$ cat src/rtl/abr_pkg.sv
// shared types, constants and checksum helper for the alternating-bit receiver
package abr_pkg;

    localparam int unsigned COUNT_W = 11;
    localparam logic [COUNT_W-1:0] COUNT_LIMIT = 11'd2047;
    localparam logic [7:0] PAD_RESET = 8'h30;

    localparam logic CMD_BYTE = 1'b0;
    localparam logic CMD_END  = 1'b1;

    localparam logic KIND_ECHO    = 1'b0;
    localparam logic KIND_VERDICT = 1'b1;

    typedef struct packed {
        logic        command;
        logic [7:0]  payload_byte;
        logic        seq_bit;
        logic [15:0] rx_checksum;
    } t_in_item;

    typedef struct packed {
        logic       out_kind;
        logic [7:0] data_out;
        logic       commit;
        logic       send_ack;
        logic       ack_seq;
        logic       bad_checksum;
        logic       duplicate;
        logic       too_long;
    } t_out_item;

    typedef struct packed {
        logic        is_end;
        logic [7:0]  data;
        logic        seq;
        logic [15:0] rx_sum;
    } t_q_entry;

    typedef struct packed {
        logic     valid;
        t_q_entry entry;
    } t_q_head;

    function automatic logic [15:0] oc_add(input logic [15:0] acc, input logic [15:0] word);
        logic [16:0] s;
        s = {1'b0, acc} + {1'b0, word};
        return s[15:0] + {15'd0, s[16]};
    endfunction

endpackage

$ cat src/rtl/abr_front.sv
// front end: accepts requests, classifies them and queues them for the back end
module abr_front (
    input  logic                i_clk,
    input  logic                i_rst_n,
    input  logic                i_in_valid,
    output logic                o_in_stall,
    input  abr_pkg::t_in_item   i_in_item,
    output abr_pkg::t_q_head    o_head,
    input  logic                i_pop
);

    abr_pkg::t_q_entry r_mem [2];
    logic              r_wr_ptr;
    logic              r_rd_ptr;
    logic [1:0]        r_count;
    logic [1:0]        n_count;
    logic              push;
    abr_pkg::t_q_entry entry;

    assign o_in_stall = (r_count == 2'd2);
    assign push       = i_in_valid && !o_in_stall;

    always_comb begin
        entry.is_end = (i_in_item.command == abr_pkg::CMD_END);
        entry.data   = i_in_item.payload_byte;
        entry.seq    = i_in_item.seq_bit;
        entry.rx_sum = i_in_item.rx_checksum;
    end

    always_comb begin
        n_count = r_count;
        if (push && !i_pop) begin
            n_count = r_count + 2'd1;
        end else if (!push && i_pop) begin
            n_count = r_count - 2'd1;
        end
    end

    always_ff @(posedge i_clk) begin
        if (!i_rst_n) begin
            r_wr_ptr <= 1'b0;
            r_rd_ptr <= 1'b0;
            r_count  <= 2'd0;
        end else begin
            if (push) begin
                r_wr_ptr <= ~r_wr_ptr;
            end
            if (i_pop) begin
                r_rd_ptr <= ~r_rd_ptr;
            end
            r_count <= n_count;
        end
    end

    always_ff @(posedge i_clk) begin
        if (push) begin
            r_mem[r_wr_ptr] <= entry;
        end
    end

    assign o_head.valid = (r_count != 2'd0);
    assign o_head.entry = r_mem[r_rd_ptr];

`ifndef SYNTHESIS
    a_count_bound: assert property (@(posedge i_clk) disable iff (!i_rst_n)
        r_count <= 2'd2)
        else $error("queue count out of range");

    a_no_pop_empty: assert property (@(posedge i_clk) disable iff (!i_rst_n)
        i_pop |-> r_count != 2'd0)
        else $error("pop from empty queue");

    a_ptr_track: assert property (@(posedge i_clk) disable iff (!i_rst_n)
        (r_count == 2'd0 || r_count == 2'd2) |-> r_wr_ptr == r_rd_ptr)
        else $error("queue pointers inconsistent with count");
`endif

endmodule

$ cat src/rtl/abr_back.sv
// back end: checksum, sequence tracking and verdict with registered output
module abr_back #(
    parameter int MAX_PAYLOAD = 1024
) (
    input  logic                i_clk,
    input  logic                i_rst_n,
    input  abr_pkg::t_q_head    i_head,
    output logic                o_pop,
    input  logic                i_cfg_valid,
    input  logic [7:0]          i_cfg_data,
    output logic                o_out_valid,
    input  logic                i_out_stall,
    output abr_pkg::t_out_item  o_out_item
);

    localparam logic [15:0] MAX_LEN = 16'(MAX_PAYLOAD);

    logic [7:0]                    r_pad;
    logic                          r_expected_seq;
    logic                          r_prev_ack_valid;
    logic [15:0]                   r_sum;
    logic [7:0]                    r_held;
    logic                          r_odd;
    logic [abr_pkg::COUNT_W-1:0]   r_count;
    logic                          r_overflow;
    logic                          r_out_valid;
    abr_pkg::t_out_item            r_out;

    logic                          n_expected_seq;
    logic                          n_prev_ack_valid;
    logic [15:0]                   n_sum;
    logic [7:0]                    n_held;
    logic                          n_odd;
    logic [abr_pkg::COUNT_W-1:0]   n_count;
    logic                          n_overflow;
    logic                          n_out_valid;
    abr_pkg::t_out_item            n_out;

    logic                          take;
    logic [15:0]                   byte_sum;
    logic [15:0]                   end_sum;
    logic [15:0]                   computed;
    logic                          bad;
    logic                          dup;
    logic                          longp;

    assign take  = !r_out_valid || !i_out_stall;
    assign o_pop = i_head.valid && take;

    assign byte_sum = abr_pkg::oc_add(r_sum, {r_held, i_head.entry.data});
    assign end_sum  = r_odd ? abr_pkg::oc_add(r_sum, {r_held, r_pad}) : r_sum;
    assign computed = ~end_sum;
    assign bad      = (computed != i_head.entry.rx_sum);
    assign dup      = (i_head.entry.seq != r_expected_seq);
    assign longp    = r_overflow;

    always_comb begin
        n_expected_seq   = r_expected_seq;
        n_prev_ack_valid = r_prev_ack_valid;
        n_sum            = r_sum;
        n_held           = r_held;
        n_odd            = r_odd;
        n_count          = r_count;
        n_overflow       = r_overflow;
        n_out_valid      = r_out_valid && i_out_stall;
        n_out            = r_out;
        if (o_pop) begin
            n_out_valid = 1'b1;
            n_out       = '0;
            if (!i_head.entry.is_end) begin
                if ({5'd0, r_count} >= MAX_LEN) begin
                    n_overflow = 1'b1;
                end
                if (r_count < abr_pkg::COUNT_LIMIT) begin
                    n_count = r_count + 1'b1;
                end
                if (r_odd) begin
                    n_sum = byte_sum;
                    n_odd = 1'b0;
                end else begin
                    n_held = i_head.entry.data;
                    n_odd  = 1'b1;
                end
                n_out.out_kind = abr_pkg::KIND_ECHO;
                n_out.data_out = i_head.entry.data;
            end else begin
                n_out.out_kind     = abr_pkg::KIND_VERDICT;
                n_out.bad_checksum = bad;
                n_out.duplicate    = dup;
                n_out.too_long     = longp;
                if (!bad && !dup && !longp) begin
                    n_out.commit     = 1'b1;
                    n_out.send_ack   = 1'b1;
                    n_out.ack_seq    = i_head.entry.seq;
                    n_expected_seq   = ~i_head.entry.seq;
                    n_prev_ack_valid = 1'b1;
                end else begin
                    n_out.send_ack = r_prev_ack_valid;
                    n_out.ack_seq  = r_prev_ack_valid & ~r_expected_seq;
                end
                n_sum      = '0;
                n_held     = '0;
                n_odd      = 1'b0;
                n_count    = '0;
                n_overflow = 1'b0;
            end
        end
    end

    always_ff @(posedge i_clk) begin
        if (!i_rst_n) begin
            r_pad            <= abr_pkg::PAD_RESET;
            r_expected_seq   <= 1'b0;
            r_prev_ack_valid <= 1'b0;
            r_sum            <= '0;
            r_held           <= '0;
            r_odd            <= 1'b0;
            r_count          <= '0;
            r_overflow       <= 1'b0;
            r_out_valid      <= 1'b0;
        end else begin
            if (i_cfg_valid) begin
                r_pad <= i_cfg_data;
            end
            r_expected_seq   <= n_expected_seq;
            r_prev_ack_valid <= n_prev_ack_valid;
            r_sum            <= n_sum;
            r_held           <= n_held;
            r_odd            <= n_odd;
            r_count          <= n_count;
            r_overflow       <= n_overflow;
            r_out_valid      <= n_out_valid;
        end
    end

    always_ff @(posedge i_clk) begin
        r_out <= n_out;
    end

    assign o_out_valid = r_out_valid;
    assign o_out_item  = r_out;

`ifndef SYNTHESIS
    a_commit_clean: assert property (@(posedge i_clk) disable iff (!i_rst_n)
        (r_out_valid && r_out.commit) |-> (r_out.send_ack && !r_out.bad_checksum
            && !r_out.duplicate && !r_out.too_long))
        else $error("commit issued with an error flag");

    a_echo_flags: assert property (@(posedge i_clk) disable iff (!i_rst_n)
        (r_out_valid && r_out.out_kind == abr_pkg::KIND_ECHO) |-> (!r_out.commit
            && !r_out.send_ack && !r_out.ack_seq && !r_out.bad_checksum
            && !r_out.duplicate && !r_out.too_long))
        else $error("echo carries verdict fields");

    a_overflow_count: assert property (@(posedge i_clk) disable iff (!i_rst_n)
        r_overflow |-> ({5'd0, r_count} >= MAX_LEN))
        else $error("overflow flag without enough bytes");

    a_commit_flip: assert property (@(posedge i_clk) disable iff (!i_rst_n)
        (o_pop && i_head.entry.is_end && !bad && !dup && !longp)
            |=> r_expected_seq != $past(r_expected_seq))
        else $error("expected sequence did not flip on commit");
`endif

endmodule

$ cat src/rtl/alternating_bit_receiver_core.sv
// top level of the alternating-bit stop-and-wait receiver
// a request is stored in the two-entry queue and its result is then held in the output register
// throughput: one request per cycle while the output is not stalled
// a two-entry queue parts the front and back ends, the output register parts the back end
// reset is synchronous, active low; it clears sequence, ack and packet state
// and sets the pad byte to ascii zero
module alternating_bit_receiver_core #(
    parameter int MAX_PAYLOAD = 1024
) (
    input  logic                i_clk,
    input  logic                i_rst_n,
    input  logic                i_in_valid,
    output logic                o_in_stall,
    input  abr_pkg::t_in_item   i_in_item,
    output logic                o_out_valid,
    input  logic                i_out_stall,
    output abr_pkg::t_out_item  o_out_item,
    input  logic                i_cfg_valid,
    output logic                o_cfg_ready,
    input  logic [7:0]          i_cfg_data
);

    abr_pkg::t_q_head head;
    logic             pop;

    assign o_cfg_ready = 1'b1;

    abr_front u_front (
        .i_clk      (i_clk),
        .i_rst_n    (i_rst_n),
        .i_in_valid (i_in_valid),
        .o_in_stall (o_in_stall),
        .i_in_item  (i_in_item),
        .o_head     (head),
        .i_pop      (pop)
    );

    abr_back #(
        .MAX_PAYLOAD (MAX_PAYLOAD)
    ) u_back (
        .i_clk       (i_clk),
        .i_rst_n     (i_rst_n),
        .i_head      (head),
        .o_pop       (pop),
        .i_cfg_valid (i_cfg_valid && o_cfg_ready),
        .i_cfg_data  (i_cfg_data),
        .o_out_valid (o_out_valid),
        .i_out_stall (i_out_stall),
        .o_out_item  (o_out_item)
    );

endmodule

$ cat config.mk
export PLATFORM = sky130hd
export DESIGN_NAME = alternating_bit_receiver_core
export DESIGN_NICKNAME = d
export VERILOG_FILES = /design/src/rtl/abr_pkg.sv /design/src/rtl/abr_front.sv /design/src/rtl/abr_back.sv /design/src/rtl/alternating_bit_receiver_core.sv
export SDC_FILE = /design/constraint.sdc
export NUM_CORES = 1
export LEC_CHECK = 0
export ABC_CLOCK_PERIOD_IN_PS = 6380
export BUFFER_PORTS_ARGS = -buffer_cell sky130_fd_sc_hd__clkbuf_2
export CORE_ASPECT_RATIO = 0.5
export CORE_MARGIN = 3
export CORE_UTILIZATION = 40
export DETAILED_ROUTE_END_ITERATION = 12
export SLEW_MARGIN = 20
export SYNTH_ARGS = -nofsm -noshare
export SYNTH_HDL_FRONTEND = slang
export SYNTH_SLANG_ARGS = --single-unit
$ cat constraint.sdc
create_clock -name i_clk -period 6.38 [get_ports i_clk]
set_input_delay 0.638 -clock i_clk [delete_from_list [all_inputs] [get_ports i_clk]]
set_output_delay 0.638 -clock i_clk [all_outputs]
set_load 0.02 [all_outputs]
## Word level (Yosys, flattened, before mapping)

Memory sizes are Yosys's and may differ from the RTL's. A register that Yosys moved wholly into a read port is not among the register bits.
Index checks and enable logic that the tools add are counted.

- Add/subtract/negate cells: 7
- $lt $le $gt $ge: 2
- Equality and inequality tests: 4
- Mux-type cells: 21
- Bitwise gates (word level): 6
- Reductions and logical operators: 26

Operators with widths:

| cell | number |
|---|---|
| 16-bit two-way mux | 3 |
| 16-bit by 16-bit adder with 17-bit output | 2 |
| 16-bit by 1-bit adder with 16-bit output | 2 |
| 11-bit two-way mux | 2 |
| 8-bit two-way mux | 2 |
| 16-bit != test | 1 |
| 16-bit inverter | 1 |
| 11-bit by 1-bit adder with 11-bit output, second input constant | 1 |
| 11-bit >= comparator, second input constant | 1 |
| 11-bit less-than comparator, second input constant | 1 |
| 1-bit two-way mux | 11 |
| 2-bit nonzero test | 5 |
| 1-bit zero test | 8 |
| 2-bit AND reduction | 4 |
| 1-bit logical AND | 7 |
| 2-bit two-way mux | 3 |
| 1-bit inverter | 4 |
| 3-bit AND reduction | 1 |
| 2-bit by 1-bit adder with 2-bit output, second input constant | 1 |
| 2-bit == test, second input constant | 1 |
| 2-bit by 1-bit != test with 1-bit output, second input constant | 1 |
| 2-bit by 1-bit subtractor with 2-bit output, second input constant | 1 |
| 1-bit AND | 1 |
| 1-bit logical OR | 1 |
| 1-bit != test | 1 |

- Register bits: 67
- Bits in writable memories: 52
- Output and inout port bits: 18
- Logic and storage cells: 87
- Memories kept: 1

Memory list:

| name | depth | bits a word | rd ports | clocked after memory_dff | write ports | RTL line | text |
|---|---|---|---|---|---|---|---|
| u_front.r_mem | 2 | 26 | 1 | 1 | 1 | abr_front.sv:12 | `abr_pkg::t_q_entry r_mem [2];` |

## Depth between registers and ports, before layout

- Word-level depth: 9
- Depth in mapped cells: 22
- Gate-level depth less buffers: 20

## Hierarchy

A second synthesis with hierarchy kept.

- Cells, all modules: 786
- Area, all modules: 7711.1 sq um

Modules (own cells, without submodules):

| module | instances | cells each | area each (sq um) | seq. area each (sq um) |
|---|---|---|---|---|
| abr_back | 1 | 678 | 5580.4 | 1411.4 |
| abr_front | 1 | 106 | 2119.5 | 1661.6 |
| alternating_bit_receiver_core | 1 | 2 | 11.3 | 0.0 |

## Worst setup path after synthesis

OpenSTA, ideal clock, no wires.

- Kind: register to register
- Start: register with a tool-made name
- End: register u_back.r_sum[15]
- Arrival: 5047 ps
- Path slack: 1211 ps
- Cell stages (with the launch flop): 17
- Buffers on the path: 3
- Clock period less this slack: 5169 ps
- Cells stage by stage: dfxtp_1 -> clkbuf_1 -> buf_1 -> clkbuf_1 -> mux2_2 -> ha_1 -> fa_1 -> a21o_1 -> a21oi_1 -> o21bai_1 -> a2111oi_0 -> nor2_1 -> xnor2_1 -> a2111oi_0 -> nand4_1 -> mux2i_1 -> nand3_1

RTL lines:

| element | RTL line | text |
|---|---|---|
| to (signal assigned) | abr_back.sv:127 | `r_sum <= n_sum;` |
| to (decl) | abr_back.sv:21 | `logic [15:0] r_sum;` |

## Final worst setup path

- Start: register u_back.r_sum[0]
- End: register u_back.r_out, in the netlist u_back.o_out_item[3], data pin

- Word-level cells in the longest chain between the ends: 9

Ends and longest elaborated chain:

| element | RTL line | text |
|---|---|---|
| 16-bit by 16-bit adder with 17-bit output | abr_pkg.sv:46 | `s = {1'b0, acc} + {1'b0, word};` |
| 16-bit by 1-bit adder with 16-bit output | abr_pkg.sv:47 | `return s[15:0] + {15'd0, s[16]};` |
| 16-bit two-way mux (*) | abr_back.sv:51 | `assign end_sum = r_odd ? abr_pkg::oc_add(r_sum, {r_held, r_pad}) : r_sum;` |
| 16-bit inverter (*) | abr_back.sv:52 | `assign computed = ~end_sum;` |
| 16-bit != test (*) | abr_back.sv:53 | `assign bad = (computed != i_head.entry.rx_sum);` |
| 1-bit zero test (*) | abr_back.sv:91 | `if (!bad && !dup && !longp) begin` |
| 1-bit logical AND (*) (2 in series) | abr_back.sv:91 |  |
| 2-bit two-way mux (*) | abr_back.sv:91 |  |
| to (signal assigned) | abr_back.sv:137 | `r_out <= n_out;` |
| to (decl) | abr_back.sv:27 | `abr_pkg::t_out_item r_out;` |

Mark *: on every way between the ends. The rest lies on a longest branch, timed or not.
A chain may end at the register's enable or synchronous reset.

==> results_dict.tcl <==
set metrics [dict create \
    status "completed" \
    routed_wirelength_um 19100 \
    power.density_nw_per_um2 364 \
    drc 0 \
    peakVddDrop_uv 161 \
    hold_path.class "input pin to flop" \
    n_antenna_cell 0 \
    io_buffers 55 \
    setup_tns_ns 0 \
    clkLatencyLatePin_ns 0.41 \
    synth_fp_nets 789 \
    combPwrFrac_pct 34.1 \
    drt_first_pass_iters 5 \
    finish.utilization_pct 47.5 \
    final_antenna_net_count 0 \
    cts_tree "yes" \
    cp_max_fo 6 \
    synth.distinct_cells 73 \
    cts_root_buf "clkbuf_16" \
    io_pins 57 \
    via_count 5633 \
    cp.required_ns 6.52 \
    fp-row-count 34 \
    area.growth.synth_to_final_pct 15.2 \
    cts.sinks 120 \
    numCtsBuffers 17 \
    finalSetupViolCount 0 \
    initial_utilization_pct 41.3 \
    intPower_w 0.00195 \
    routedWlPerCell_um 18.8 \
    ys_seq_elements 120 \
    switchingPower_w 0.00109 \
    cts_resized 0 \
    synthMuxAreaShare_pct 7.65 \
    finalClockSkew_ns 0.00796 \
    endpoint_kind "flop" \
    dieArea_um2 19900 \
    rsz0062_at_grt "false" \
    ys_seq_area_share_pct 42.4 \
    grt_overflow 0 \
    grt_pass1_wl_um 29700 \
    critical_path_class "flop to flop" \
    synth_top_family_by_area "simple AND/OR/NAND/NOR gates" \
    swShare_pct 35.8 \
    reg2reg_from "u_back.r_sum[0]" \
    dp_hpwl_um 14200 \
    drt-initial-drc-count 310 \
    grt_pass1_vias 5242 \
    synth_fa_ha_area_share_pct 5.73 \
    synthArstFlopShare_pct 0 \
    cts.htree.levels 4 \
    yosys.area_share.xor_xnor_pct 9.34 \
    syn-cell-area_um2 7250 \
    tightest_slew_ns 0.998 \
    die_w_um 196 \
    arrival_ns 5.47 \
    holdCritStartpoint "i_in_item[14]" \
    fp.dieH_um 101 \
    synth_edf_count 67 \
    fin_crit_sh_pct 83.5 \
    clkTransAtPathRegs_ns 0.06 \
    fin_nets 840 \
    avgSynthCellArea_um2 10.1 \
    clockBufferDepth 2 \
    drive_gt1_share_pct 15.2 \
    yosysWarnings 0 \
    hold_buffers 0 \
    period_minus_slack_ns 5.33 \
    clkPwrFrac_pct 32.2 \
    hold_viol 0 \
    p_leak_nw 3.18 \
    synth_compound_area_share_pct 13.4 \
    viasPerCell 5.54 \
    antenna_found_initial 0 \
    slew_viol_final 0 \
    core-area_um2 17600 \
    synthFlopType "edfxtp_1" \
    synthSimpleGateAreaFrac_pct 18.4 \
    start_kind "flop" \
    netlist_instances 718 \
    sequentialPowerShare_pct 33.7 \
    cts_setup_buffers 0 \
    grt_max_degree 41 \
    drv_cap 0 \
    max_slew_margin_pct 33.4 \
    setup.worst_path.start "u_back.r_sum[0]" \
    grt.total_usage_pct 19.5 \
    gp_congestion 0.947 \
    fmax_ghz 0.188 \
]
-- worst paths after layout --
| check | to | slack [ns] | cells past startpoint |
|---|---|---|---|
| worst max-delay path | u_back.o_out_item[3] | 1.05 | 18 |
| worst max register to register | u_back.o_out_item[3] | 1.05 | 18 |
| worst min-delay path | u_front.r_mem[1][14] | 0.41 | 1 |
| worst min register to register | u_back.r_pad[5] | 0.49 | 2 |
-- cell type report --
type                    count  area, um^2
multi-input cells         545        3960
inverters                  21        78.8
clock buffers              19         454
clock inverters            13         145
fillers                  1642        9220
repair buffers             64         343
well taps                 234         293
flip-flops and latches    120        3070
-- cells in the final DEF, fill, tap and decap left out, types with 6 or more instances in the layout --
master     Yosys  layout
edfxtp_1      67      67
clkbuf_2       0      55
dfxtp_1       53      53
xnor2_1       49      49
nand2_1       44      44
mux2i_1       43      43
nor2_1        39      38
a21oi_1       31      31
ha_1          30      30
nor2b_1       26      26
xor2_1        23      23
o21ai_0       23      23
inv_1         21      21
nand3_1       20      20
and2_1        19      19
nor3_1        18      18
clkbuf_16      0      18
nand4_1       14      14
mux2_2        11      11
a21o_1        11      11
and3_1        11      11
a22oi_1        9       9
buf_4          1       9
a31oi_1        8       8
nand2b_1       7       7
or3_1          7       7
nor4_1         7       7
a2111oi_0      6       6
clkinv_4       0       6
-- synth_stat cells (all sizes together), types with 4 or more instances --
library cell,count,area (um^2)
a31oi,8,50.1
o21ai,26,130
dfxtp,53,1060
inv,21,78.8
nor4,9,68.8
o211ai,4,30.0
o31ai,5,37.5
a21o,11,82.6
ha,30,375
nor2,39,146
xor2,23,201
nor4b,5,43.8
or4,4,30.0
buf,11,60.1
nand2b,7,43.8
nand4,14,87.6
edfxtp,67,2010
clkbuf,21,78.8
xnor2,49,429
and2,21,131
a211oi,5,42.5
nor3b,4,30.0
nand2,44,165
nor3,18,90.1
or3,7,43.8
nor2b,26,163
a22oi,9,67.6
or2,5,31.3
mux2i,43,430
mux2,11,124
o21a,5,37.5
a21oi,31,155
nand3,20,100
and3,11,68.8
a2111oi,7,67.6
-- power by group through the flow --
stage	Sequential (W)	Clock (W)	Combinational, W
2_1_floorplan	0.00107	0	0.000698
3_3_place_gp	0.00104	0	0.00102
3_5_place_dp	0.00104	0	0.00103
4_1_cts	0.00103	0.00100	0.00103
5_1_grt	0.00104	0.00103	0.00113
6_report	0.00103	0.000979	0.00104
-- routing by layer --
metal / global-route usage [%] / wire length [um]
met2: 27.2 / 7550
met1: 30.2 / 10100
met5: 0 / 0
met3: 5.22 / 1260
met4: 4.11 / 131
-- state kept, by name, summed over array words and instances, names as in the netlist, named ones only --
| register | flops |
|---|---|
| u_back.r_prev_ack_valid | 1 |
| u_front.r_rd_ptr | 1 |
| u_back.r_pad | 8 |
| u_front.r_wr_ptr | 1 |
| u_back.r_count | 11 |
| u_back.r_held | 8 |
| u_back.r_expected_seq | 1 |
| u_front.r_count | 2 |
| u_back.r_sum | 16 |
| u_back.o_out_valid | 1 |
| u_back.r_odd | 1 |
| u_back.longp | 1 |
| u_back.o_out_item | 15 |
| u_front.r_mem | 52 |
-- per-stage QoR --
step           total power (W)  worst slack (ns)  instance area, um^2  instances  hold slack (ns)
6_report               0.00304              1.05                 8350       1016            0.412
3_3_place_gp           0.00206              1.24                 7750        984            0.468
5_1_grt                0.00320             0.604                 8350       1016            0.386
4_1_cts                0.00306              1.07                 8350       1016            0.396
2_1_floorplan          0.00177              1.21                 7250        718            0.446
3_5_place_dp           0.00207              1.11                 7750        984            0.483
-- logic make-up after synthesis --
| logic type | after synthesis |
|---|---|
| buf+inv | 53 |
| simple gates | 244 |
| flops | 120 |
| fa+ha+maj | 32 |
| mux | 54 |
| other cells | 1 |
| xor+xnor | 74 |
| compound gates | 140 |
-- critical path, cell delays in order (launching register included) --
cell       delay [ns]
dfxtp_1          0.39
ha_1             0.22
inv_1            0.06
fa_1             0.41
nand2b_1         0.25
a21o_1           0.21
a21bo_2          0.20
o21ai_0          0.22
ha_1             0.21
nor2b_1          0.21
o2111ai_1        0.16
a2111oi_2        0.33
nand4b_1         0.23
or4b_1           0.67
nor4_2           0.17
a31oi_1          0.07
o41a_1           0.50
nor4_1           0.41
a211oi_1         0.13
Note: power is estimated with default switching activity, not from simulation.
